<file path="src/hdl/pist_pkg.sv">
// ----------------------------------------------------------------------------
// pist_pkg
// Shared constants for the per-id state interval tracker: field widths,
// configuration register indexes, register reset values and state codes.
// ----------------------------------------------------------------------------
package pist_pkg;

  // Payload field widths
  localparam int ID_W       = 16;
  localparam int STATE_W    = 8;
  localparam int FRAME_W    = 16;

  // Configuration port
  localparam int CFG_IDX_W  = 2;
  localparam int CFG_DATA_W = 17;

  localparam logic [CFG_IDX_W-1:0] REG_USE_ALL_FRAMES = 2'd0;
  localparam logic [CFG_IDX_W-1:0] REG_WINDOW_FIRST   = 2'd1;
  localparam logic [CFG_IDX_W-1:0] REG_WINDOW_LAST    = 2'd2;
  localparam logic [CFG_IDX_W-1:0] REG_FRAME_COUNT    = 2'd3;

  // Register reset values
  localparam logic RST_USE_ALL_FRAMES = 1'b1;
  localparam int   RST_WINDOW_FIRST   = 0;
  localparam int   RST_WINDOW_LAST    = 1;
  localparam int   RST_FRAME_COUNT    = 1;

  // Sample state codes that cause transitions
  localparam logic [STATE_W-1:0] STATE_LOW  = 8'd0;
  localparam logic [STATE_W-1:0] STATE_HIGH = 8'd1;

endpackage

</file>
<file path="src/hdl/pist_window.sv">
// ----------------------------------------------------------------------------
// pist_window
// Configuration registers and frame window bounds. The bounds are
// recomputed from the registers every cycle and registered.
// ----------------------------------------------------------------------------
module pist_window #(
  parameter int FRAME_BITS = 16
) (
  input  logic                           clk,
  input  logic                           rst,
  input  logic                           cfg_we,
  input  logic [pist_pkg::CFG_IDX_W-1:0] cfg_index,
  input  logic [pist_pkg::CFG_DATA_W-1:0] cfg_data,
  output logic [FRAME_BITS:0]            win_lo,
  output logic [FRAME_BITS:0]            win_hi,
  output logic                           win_empty
);

  localparam int CW = FRAME_BITS + 1;

  logic                  use_all_frames;
  logic [FRAME_BITS-1:0] window_first;
  logic [FRAME_BITS-1:0] window_last;
  logic [CW-1:0]         num_frames;

  logic [FRAME_BITS+15:0] data_frame_wide;
  logic [FRAME_BITS+16:0] data_count_wide;

  logic [CW-1:0] a_ext, b_ext, a_ord, b_ord;
  logic [CW-1:0] lo_next, hi_next;

  // Mask write data down to the register widths
  assign data_frame_wide = {{FRAME_BITS{1'b0}}, cfg_data[15:0]};
  assign data_count_wide = {{FRAME_BITS{1'b0}}, cfg_data[16:0]};

  always_ff @(posedge clk) begin
    if (rst) begin
      use_all_frames <= pist_pkg::RST_USE_ALL_FRAMES;
      window_first   <= FRAME_BITS'(pist_pkg::RST_WINDOW_FIRST);
      window_last    <= FRAME_BITS'(pist_pkg::RST_WINDOW_LAST);
      num_frames     <= CW'(pist_pkg::RST_FRAME_COUNT);
    end else if (cfg_we) begin
      unique case (cfg_index)
        pist_pkg::REG_USE_ALL_FRAMES: use_all_frames <= cfg_data[0];
        pist_pkg::REG_WINDOW_FIRST:   window_first   <= data_frame_wide[FRAME_BITS-1:0];
        pist_pkg::REG_WINDOW_LAST:    window_last    <= data_frame_wide[FRAME_BITS-1:0];
        pist_pkg::REG_FRAME_COUNT:    num_frames     <= data_count_wide[CW-1:0];
        default: ;
      endcase
    end
  end

  assign a_ext = {1'b0, window_first};
  assign b_ext = {1'b0, window_last};
  assign a_ord = (a_ext > b_ext) ? b_ext : a_ext;
  assign b_ord = (a_ext > b_ext) ? a_ext : b_ext;

  always_comb begin
    if (use_all_frames) begin
      // Zero frame count wraps to all ones: every frame passes
      lo_next = '0;
      hi_next = num_frames - CW'(1);
    end else if (num_frames < CW'(2)) begin
      lo_next = '0;
      hi_next = '0;
    end else if (num_frames == CW'(2)) begin
      lo_next = '0;
      hi_next = CW'(1);
    end else begin
      lo_next = (a_ord >= num_frames) ? num_frames - CW'(2) : a_ord;
      hi_next = (b_ord >= num_frames) ? num_frames - CW'(1) : b_ord;
    end
  end

  always_ff @(posedge clk) begin
    win_lo    <= lo_next;
    win_hi    <= hi_next;
    win_empty <= (lo_next == '0) && (hi_next == '0);
  end

endmodule

</file>
<file path="config.mk">
export PLATFORM = sky130hd
export DESIGN_NAME = pist_window
export DESIGN_NICKNAME = d
export VERILOG_FILES = /design/src/hdl/pist_pkg.sv /design/src/hdl/pist_window.sv
export SDC_FILE = /design/constraint.sdc
export NUM_CORES = 1
export LEC_CHECK = 0
export BUFFER_PORTS_ARGS = -buffer_cell sky130_fd_sc_hd__buf_4
export CAP_MARGIN = 20
export CORE_UTILIZATION = 35
export CTS_CLUSTER_SIZE = 25
export DETAILED_ROUTE_END_ITERATION = 10
export PLACE_DENSITY = 0.61
export RECOVER_POWER = 50
export SLEW_MARGIN = 25
export SYNTH_ARGS = -nofsm -noshare
export SYNTH_HDL_FRONTEND = slang
export SYNTH_SLANG_ARGS = --single-unit
export TNS_END_PERCENT = 10
</file>
<file path="constraint.sdc">
create_clock -name clk -period 12.54 [get_ports clk]
set_clock_uncertainty 0.15 [all_clocks]
set_input_delay 1.881 -clock clk [delete_from_list [all_inputs] [get_ports clk]]
set_output_delay 1.881 -clock clk [all_outputs]
set_load 0.05 [all_outputs]
</file>
==> flow_metrics.env, run 1 <==
export IMPL_io_pins=57
export IMPL_synth_fp_nets=770
export IMPL_antenna_found_initial=0
export IMPL_switching_share=0.371
export IMPL_die_area_um2=16000
export IMPL_place_congestion=1.00
export IMPL_synth_cell_types=61
export IMPL_initial_utilization=0.357
export IMPL_cts_path_max_buffers=2
export IMPL_synth_edf_count=0
export IMPL_post_route_util=0.410
export IMPL_cpMaxStageDelayCell="o31ai_1"
export IMPL_crit_start="window_last[15]"
export IMPL_outcome="finished clean"
export IMPL_drive_above_1_share=0.109
export IMPL_setup_viol=0
export IMPL_synth_flop_cell="dfxtp_1"
export IMPL_drt_iter0_drc=451
export IMPL_syn_inst=696
export IMPL_timing_worst_setup_path_type="register to register"
export IMPL_cts_buffers=9
export IMPL_clk_pin_slew_ns=0.07
export IMPL_report_final_slew_viol_count=0
export IMPL_fin_nets=804
export IMPL_ant_nets=0
export IMPL_r2r_slack_ns=6.76
export IMPL_synth_seq_cells=85
export IMPL_tightest_slew_ns=1.09
export IMPL_hold_end="window_last[13]"
export IMPL_dieHeight_um=126
export IMPL_rsz0062_at_grt="false"
export IMPL_grt_max_degree=51
export IMPL_crit_chain="inv_1, ha_1, nand4_2, nor4_2, and2_1, or2_1, buf_4, nand2_1, o21ai_1, ha_1, a21oi_1, o21ai_1, o31ai_1, a21o_1, a211oi_1, nor4_1, or4b_1, nor4_2"
export IMPL_end_kind="register"
export IMPL_pre_cts_ws_ns=6.68
export IMPL_whs_path_depth=2
export IMPL_avgSynthCellArea_um2=7.78
export IMPL_cp_start_kind="register"
export IMPL_finalPower_mw=0.849
export IMPL_drc=0
export IMPL_cts_setup_buffers=0
export IMPL_hold_viol_final=0
export IMPL_slowest_delay_ns=0.60
export IMPL_num_rows=45
export IMPL_worstHoldPathType="register to register"
export IMPL_cts_tree="done"
export IMPL_vias_per_cell=5.60
export IMPL_firstDrtPassIters=5
export IMPL_crit_fanout=40
export IMPL_port_buffers=56
export IMPL_fin_setup_tns_ns=0
export IMPL_netlist_area_um2=5410
export IMPL_cp_data_required_time_ns=12.64
export IMPL_grt_pass1_vias=4616
export IMPL_clockPowerShare=0.326
export IMPL_async_flop_share=0
export IMPL_grt_ovfl_total=0
export IMPL_wl_per_cell_um=18.4
export IMPL_diodes=0
export IMPL_worstPathArrival_ns=5.88
export IMPL_critPathTopFamily="simple AND/OR/NAND/NOR gates"
export IMPL_netSwitchingPower_mw=0.315
export IMPL_yosysWarnings=0
export IMPL_fp_coreArea_um2=15100
export IMPL_max_slew_margin=0.273
export IMPL_track_usage=0.215
export IMPL_clock_root_buffer="clkbuf_16"
export IMPL_final_cell_mix="nand2_1 (132), dfxtp_1 (85), a21oi_1 (73)"
export IMPL_r2r_end="win_empty"
export IMPL_worstHoldStart="window_last[13]"
export IMPL_instances_no_fill=923
export IMPL_timing_final_crit_share=0.461
export IMPL_htree_levels=3
export IMPL_cap_violations=0
export IMPL_r2r_start="window_last[15]"
export IMPL_place_hpwl_um=13300
export IMPL_syn2layout_area_growth_pct=14.6
export IMPL_clock_latency_ns=0.35
export IMPL_fmax_mhz=173
export IMPL_post_cts_resize_count=0
export IMPL_min_period_ns=5.78
export IMPL_seqPwrFrac=0.353
export IMPL_wirelength_um=17000
export IMPL_ys_seq_area_frac=0.314
export IMPL_total_leakage_power_nw=2.51
export IMPL_fp_dieW_um=126
export IMPL_p_int_mw=0.534
export IMPL_power_density_nw_per_um2=137
export IMPL_cts_sinks=85
export IMPL_hold_buffers=0
export IMPL_dr_total_vias=5165
export IMPL_grt_pass1_wl_um=26000
export IMPL_ir_drop_mv=0.0787
export IMPL_layout_commonest_cell="nand2_1"
export IMPL_fin_ws_ns=6.76
export IMPL_reg2regPathDepth=18
export IMPL_combPwrFrac=0.321
export IMPL_dp_cells=907
export IMPL_path_buf_inv=2
## kinds of logic after synthesis
group                    synth area share
XOR/XNOR                           0.0453
flip-flops                          0.314
buffers and inverters              0.0548
AND/OR/NAND/NOR                     0.243
multiplexers                       0.0465
adder cells (fa/ha/maj)             0.120
AO/OA/AOI/OAI                       0.176
## synth_stat cells, types with 2 or more instances
library cell,count,area (um^2)
nor4_2,2,25.0
o21ai_0,5,25.0
nor4_1,10,62.6
o22ai_1,2,12.5
and4_1,3,26.3
nor3_1,19,95.1
and3_1,2,12.5
nand3_1,30,150
a211oi_1,16,120
inv_1,39,146
nor2b_1,3,18.8
nor3b_1,2,15.0
and2_1,3,18.8
mux2_4,2,30.0
nand2_1,132,495
a21o_1,8,60.1
xnor2_1,27,236
a211o_1,4,35.0
o221ai_1,5,43.8
clkbuf_1,28,105
o211ai_1,2,15.0
and4b_1,2,20.0
nand2b_1,2,12.5
o21bai_1,2,15.0
a21oi_1,74,370
nor2_1,35,131
a22oi_1,3,22.5
nand4_1,13,81.3
dfxtp_1,85,1700
mux2_2,2,22.5
a31oi_1,3,18.8
nand3b_1,3,22.5
o21ai_1,20,100
or2_2,4,25.0
mux2i_1,3,30.0
o21a_1,3,22.5
or2_1,2,12.5
o31ai_1,3,22.5
buf_2,6,30.0
ha_1,52,651
mux2_1,15,169
## per-layer routing
| layer | vias to the layer above | track usage | wire (um) |
|---|---|---|---|
| met5 | - | 0 | 0 |
| met4 | 0 | 0.0695 | 415 |
| met3 | 34 | 0.0485 | 1430 |
| met1 | 2388 | 0.301 | 7980 |
| li1 | 2517 | - | - |
| met2 | 226 | 0.324 | 7190 |
## cell type report
cell class                      instances  area (um^2)
Fill cell                            1613         8940
Timing Repair Buffer                   59          394
Clock inverter                          6         76.3
Tap cell                              188          235
Clock buffer                           10          229
Inverter                               40          150
Sequential cell                        85         1700
Multi-Input combinational cell        535         3420
## power groups by stage
| stage | sequential (mW) | combinational, mW | clock, mW |
|---|---|---|---|
| 6_report | 0.300 | 0.272 | 0.277 |
| 5_1_grt | 0.301 | 0.295 | 0.294 |
| 4_1_cts | 0.299 | 0.271 | 0.282 |
| 3_5_place_dp | 0.306 | 0.270 | 0 |
| 3_3_place_gp | 0.305 | 0.269 | 0 |
| 2_1_floorplan | 0.338 | 0.167 | 0 |
## per-stage QoR
| stage | area (um^2) | hold slack, ns |
|---|---|---|
| global placement | 5940 | 0.311 |
| detailed placement | 5940 | 0.315 |
| floorplan | 5410 | 0.297 |
| CTS | 6250 | 0.325 |
| finish | 6200 | 0.327 |
| global route | 6200 | 0.357 |
## worst max path at each step
stage                            to  depth (start not counted)
final                     win_empty                         18
after global routing      win_empty                         19
after CTS                 win_empty                         17
after detailed placement  win_empty                         17
after global placement    win_empty                         17
after floorplan           win_empty                         23
## worst register-to-register path: stages (launching register included)
cell and delay (ns):
dfxtp_1 0.36, inv_1 0.07, ha_1 0.33, nand4_2 0.19
nor4_2 0.53, and2_1 0.37, or2_1 0.15, buf_4 0.40
nand2_1 0.11, o21ai_1 0.18, ha_1 0.32, a21oi_1 0.20
o21ai_1 0.11, o31ai_1 0.60, a21o_1 0.49, a211oi_1 0.18
nor4_1 0.32, or4b_1 0.49, nor4_2 0.16
## state kept, by name, indices dropped and copies added (netlist names)
register        cells
win_empty           1
window_last        16
win_hi             17
num_frames         17
use_all_frames      1
win_lo             17
window_first       16
No activity file was read; power rests on OpenSTA's default activity.
==> run 2: changes to the inputs <==
==> constraint.sdc (replaced) <==
create_clock -name clk -period 5.7 [get_ports clk]
set_clock_uncertainty 0.15 [all_clocks]
set_input_delay 0.855 -clock clk [delete_from_list [all_inputs] [get_ports clk]]
set_output_delay 0.855 -clock clk [all_outputs]
set_load 0.05 [all_outputs]
==> run 2 against run 1 <==
  * Die area is the same
  * Global-route usage increased by 1.0 points
  * Register-to-register slack worse by 6.3 ns
  * Fmax rose by 9.8%
  * Largest power group unchanged
  * Highest routed layer unchanged
==> flow_metrics.env, run 2 (synthesized netlist as in run 1, its figures left out) <==
export IMPL_outcome="finished clean"
export IMPL_wl_per_cell_um=19.0
export IMPL_report_final_slew_viol_count=0
export IMPL_power_density_nw_per_um2=297
export IMPL_dieHeight_um=126
export IMPL_multiInputGateArea_um2=3430
export IMPL_max_slew_margin=0.226
export IMPL_ant_nets=0
export IMPL_cp_data_required_time_ns=5.81
export IMPL_drc=0
export IMPL_num_rows=45
export IMPL_drt_iter0_drc=534
export IMPL_fmax_mhz=190
export IMPL_cts_sinks=85
export IMPL_worstPathArrival_ns=5.37
export IMPL_post_route_util=0.411
export IMPL_grt_pass1_wl_um=27300
export IMPL_crit_fanout=40
export IMPL_place_congestion=0.983
export IMPL_total_leakage_power_nw=2.50
export IMPL_worstHoldPathType="register to register"
export IMPL_setup_viol=0
export IMPL_hold_viol_final=0
export IMPL_tightest_slew_ns=1.16
export IMPL_top_regs="num_frames x17, win_hi x17, win_lo x17"
export IMPL_cts_buffers=9
export IMPL_fp_dieW_um=126
export IMPL_ir_drop_mv=0.152
export IMPL_final_cell_mix="nand2_1 (132), dfxtp_1 (85), a21oi_1 (73)"
export IMPL_cp_start_kind="register"
export IMPL_firstDrtPassIters=6
export IMPL_port_buffers=56
export IMPL_antenna_found_initial=0
export IMPL_cts_tree="done"
export IMPL_n_fill_cell=1566
export IMPL_cts_path_max_buffers=2
export IMPL_wirelength_um=17700
export IMPL_diodes=0
export IMPL_syn2layout_area_growth_pct=15.0
export IMPL_cap_violations=0
export IMPL_track_usage=0.225
export IMPL_initial_utilization=0.357
export IMPL_grt_pass1_vias=4890
export IMPL_vias_per_cell=5.62
export IMPL_clock_root_buffer="clkbuf_16"
export IMPL_timing_final_crit_share=0.924
export IMPL_htree_levels=3
export IMPL_hold_buffers=0
export IMPL_seqCellArea_um2=1700
export IMPL_fin_nets=809
export IMPL_fp_coreArea_um2=15100
export IMPL_grt_max_degree=51
export IMPL_end_kind="register"
export IMPL_clock_latency_ns=0.35
export IMPL_io_pins=57
export IMPL_dr_total_vias=5212
export IMPL_rsz0062_at_grt="false"
export IMPL_place_hpwl_um=13900
export IMPL_layout_commonest_cell="nand2_1"
export IMPL_drive_above_1_share=0.108
export IMPL_timing_worst_setup_path_type="register to register"
export IMPL_die_area_um2=16000
export IMPL_grt_ovfl_total=0
export IMPL_min_period_ns=5.26
export IMPL_clk_pin_slew_ns=0.07
export IMPL_fin_setup_tns_ns=0
export IMPL_r2r_slack_ns=0.44
-- run 2: cell count changes in the layout (fill, tap and decap cells not counted) --
cell	delta
buf_12	+1
nor4_2	-1
clkinv_4	+1
clkbuf_8	+1
buf_4	-2
inv_8	-1
clkinvlp_4	+1
clkbuf_1	+6
bufinv_16	-1
o31ai_2	+1
inv_6	-1
o31ai_1	-1
nor4_4	+1
-- run 2: path summary, 6_finish.rpt --
check / from / to / depth (start not counted)
worst min-delay path: window_last[13] / window_last[13] / 2
worst max-delay path: window_last[15] / win_empty / 18
worst min register to register: window_last[13] / window_last[13] / 2
worst max register to register: window_last[15] / win_empty / 18
-- run 2: worst max-delay path: stages, from the launching register on --
cell and delay [ns]:
dfxtp_1 0.36, inv_1 0.07, ha_1 0.34, nand4_2 0.21, or4_4 0.60, a21oi_4 0.18, nor3_1 0.06, or2_1 0.26
buf_12 0.19, o21ai_1 0.36, ha_1 0.34, a21oi_1 0.21, o21ai_1 0.14, o31ai_2 0.38, a21o_1 0.25, a211oi_1 0.12
nor4_1 0.28, or4b_1 0.52, nor4_2 0.14
-- run 2: through the flow --
stage	total power, mW	cells	setup WS, ns	cell area (um^2)	hold slack [ns]
after floorplan	1.11	696	0.560	5410	0.297
after global placement	1.29	912	0.472	5990	0.314
after detailed placement	1.29	912	0.438	6000	0.315
after CTS	1.85	928	0.397	6280	0.324
after global routing	1.94	928	0.0737	6220	0.362
final	1.85	928	0.435	6220	0.322
-- run 2: power breakdown --
part | internal, mW | switching [mW]
Combinational | 0.216 | 0.408
Sequential | 0.630 | 0.0300
Clock | 0.312 | 0.250
-- run 2: layout make-up --
| cell class | instances | share of cell area |
|---|---|---|
| flip-flops and latches | 85 | 0.273 |
| multi-input cells | 535 | 0.551 |
| clock buffers | 11 | 0.0390 |
| inverters | 40 | 0.0241 |
| well taps | 188 | 0.0378 |
| clock inverters | 5 | 0.00683 |
| repair buffers | 64 | 0.0677 |
-- run 2: layer usage --
| metal | vias to the layer above | wire [um] | global-route usage |
|---|---|---|---|
| li1 | 2531 | - | - |
| met1 | 2387 | 8020 | 0.307 |
| met2 | 248 | 7540 | 0.341 |
| met3 | 46 | 1590 | 0.0544 |
| met4 | 0 | 510 | 0.0879 |
| met5 | - | 0 | 0 |
-- run 2: timing repair --
item | in CTS | in global routing
setup buffers | 0 | 0
endpoints found under the setup margin | 0 | 1
resized for setup | 0 | 3
==> run 3: changes to the inputs <==
--- a/config.mk
+++ b/config.mk
@@ -10,7 +10,6 @@
 export CORE_UTILIZATION = 35
 export CTS_CLUSTER_SIZE = 25
 export DETAILED_ROUTE_END_ITERATION = 10
-export PLACE_DENSITY = 0.61
 export RECOVER_POWER = 50
 export SLEW_MARGIN = 25
 export SYNTH_ARGS = -nofsm -noshare
==> run 3 against run 2 <==
  * Hold slack better by 0.0039 ns
  * Count of clock-buffer cells in the layout unchanged
  * Routed wire length fell by 1.7%
  * Sequential cell count unchanged
  * Register-to-register slack lost 0.05 ns
  * Design area is 0.20% higher
  * Via count shrank 0.13%
  * Non-clock buffer count did not move
  * Clock power up 3.9%
  * Core utilization up 0.083 points
  * Critical endpoint unchanged
  * Highest routed layer unchanged
==> flow_metrics.env, run 3 (synthesized netlist as in run 1, its figures left out) <==
export IMPL_outcome="finished clean"
export IMPL_hold_buffers=0
export IMPL_rsz0062_at_grt="false"
export IMPL_htree_levels=3
export IMPL_worstHoldPathType="register to register"
export IMPL_grt_ovfl_total=0
export IMPL_firstDrtPassIters=5
export IMPL_setup_viol=0
export IMPL_max_slew_margin=0.265
export IMPL_grt_pass1_vias=4635
export IMPL_diodes=0
export IMPL_cts_setup_buffers=0
export IMPL_grt_max_degree=51
export IMPL_power_density_nw_per_um2=299
export IMPL_die_area_um2=16000
export IMPL_cts_sinks=85
export IMPL_drive_above_1_share=0.112
export IMPL_min_period_ns=5.31
export IMPL_hold_end="window_last[13]"
export IMPL_final_cell_mix="nand2_1 (132), dfxtp_1 (85), a21oi_1 (74)"
export IMPL_pre_cts_ws_ns=0.512
export IMPL_crit_fanout=40
export IMPL_io_pins=57
export IMPL_crit_chain="inv_1, ha_1, nand4_2, or4_4, a21oi_4, nor3_1, or2_1, buf_12, mux2_4, ha_1, nand4_1, o41ai_1, a21oi_1, a21oi_1, a21oi_1, o21a_1, or4b_1, nor4_2"
export IMPL_port_buffers=56
export IMPL_r2r_slack_ns=0.39
export IMPL_fin_area_um2=6240
export IMPL_fin_nets=809
export IMPL_cts_tree="done"
export IMPL_place_congestion=1.03
export IMPL_drc=0
export IMPL_vias_per_cell=5.61
export IMPL_wl_per_cell_um=18.7
export IMPL_num_rows=45
export IMPL_crit_top_cell="a21oi_1"
export IMPL_top_regs="num_frames x17, win_hi x17, win_lo x17"
export IMPL_grt_pass1_wl_um=26200
export IMPL_r2r_start="window_last[14]"
export IMPL_fmax_mhz=188
export IMPL_cts_buffers=9
export IMPL_cts_path_max_buffers=2
export IMPL_ir_drop_mv=0.166
export IMPL_fp_coreArea_um2=15100
export IMPL_finalPower_mw=1.86
export IMPL_fp_dieW_um=126
export IMPL_clock_root_buffer="clkbuf_16"
export IMPL_report_final_slew_viol_count=0
export IMPL_end_kind="register"
export IMPL_clock_latency_ns=0.36
export IMPL_drt_iter0_drc=479
export IMPL_place_hpwl_um=13600
export IMPL_syn2layout_area_growth_pct=15.3
export IMPL_cp_start_kind="register"
export IMPL_wirelength_um=17400
export IMPL_initial_utilization=0.357
export IMPL_track_usage=0.218
export IMPL_tightest_slew_ns=1.10
export IMPL_clk_pin_slew_ns=0.06
export IMPL_timing_hold_ws_ns=0.326
export IMPL_worstHoldStart="window_last[13]"
export IMPL_dr_total_vias=5205
export IMPL_timing_final_crit_share=0.932
export IMPL_placed_area_um2=6000
export IMPL_antenna_found_initial=0
export IMPL_r2r_end="win_empty"
export IMPL_slowest_delay_ns=0.60
export IMPL_ant_nets=0
export IMPL_post_cts_resize_count=0
export IMPL_whs_path_depth=2
export IMPL_cp_data_required_time_ns=5.82
export IMPL_dieHeight_um=126
export IMPL_worstPathArrival_ns=5.43
export IMPL_layout_commonest_cell="nand2_1"
export IMPL_fin_ws_ns=0.387
export IMPL_reg2regPathDepth=18
export IMPL_cpMaxStageDelayCell="or4_4"
export IMPL_total_leakage_power_nw=2.53
export IMPL_fin_setup_tns_ns=0
export IMPL_cap_violations=0
export IMPL_timing_worst_setup_path_type="register to register"
export IMPL_hold_viol_final=0
-- run 3: routing by layer --
layer  global-route usage  up-vias  wire (um)
met4               0.0921        0        478
met5                    0        -          0
met3               0.0481       34       1310
li1                     -     2528          -
met1                0.304     2421       8150
met2                0.322      222       7420
-- run 3: worst max path at each step --
stage | from | endpoint | slack [ns] | cells after the start
6_report | window_last[14] | win_empty | 0.39 | 18
5_1_grt | window_last[14] | win_empty | 0.14 | 18
4_1_cts | window_last[15] | win_empty | 0.47 | 18
3_5_place_dp | window_last[14] | win_empty | 0.51 | 18
3_3_place_gp | window_last[14] | win_empty | 0.62 | 18
2_1_floorplan | window_last[15] | win_empty | 0.56 | 23
-- run 3: report_power, final --
group	switching [mW]	leakage [nW]	internal [mW]
Clock	0.243	0.140	0.341
Sequential	0.0302	0.692	0.630
Combinational	0.401	1.70	0.219
Total	0.674	2.53	1.19
-- run 3: layout make-up --
| type | instances | area (um^2) |
|---|---|---|
| clock buffers | 11 | 233 |
| flip-flops and latches | 85 | 1700 |
| inverters | 40 | 150 |
| well taps | 188 | 235 |
| multi-input cells | 535 | 3410 |
| repair buffers | 64 | 444 |
| fillers | 1557 | 8910 |
| clock inverters | 5 | 60.1 |
-- run 3: stage by stage --
stage	cells	util
finish	928	0.412
global route	928	0.412
CTS	928	0.415
detailed placement	912	0.396
global placement	912	0.396
floorplan	696	-
-- run 3: critical path, delay by kind of cell, from the launching register on --
| kind | cells | cell delay, ns |
|---|---|---|
| and+or+nand+nor | 7 | 1.95 |
| AOI/OAI and AO/OA | 6 | 1.50 |
| adders and majority gates | 2 | 0.63 |
| DFF | 1 | 0.40 |
| muxes | 1 | 0.33 |
| buffers and inverters | 2 | 0.26 |
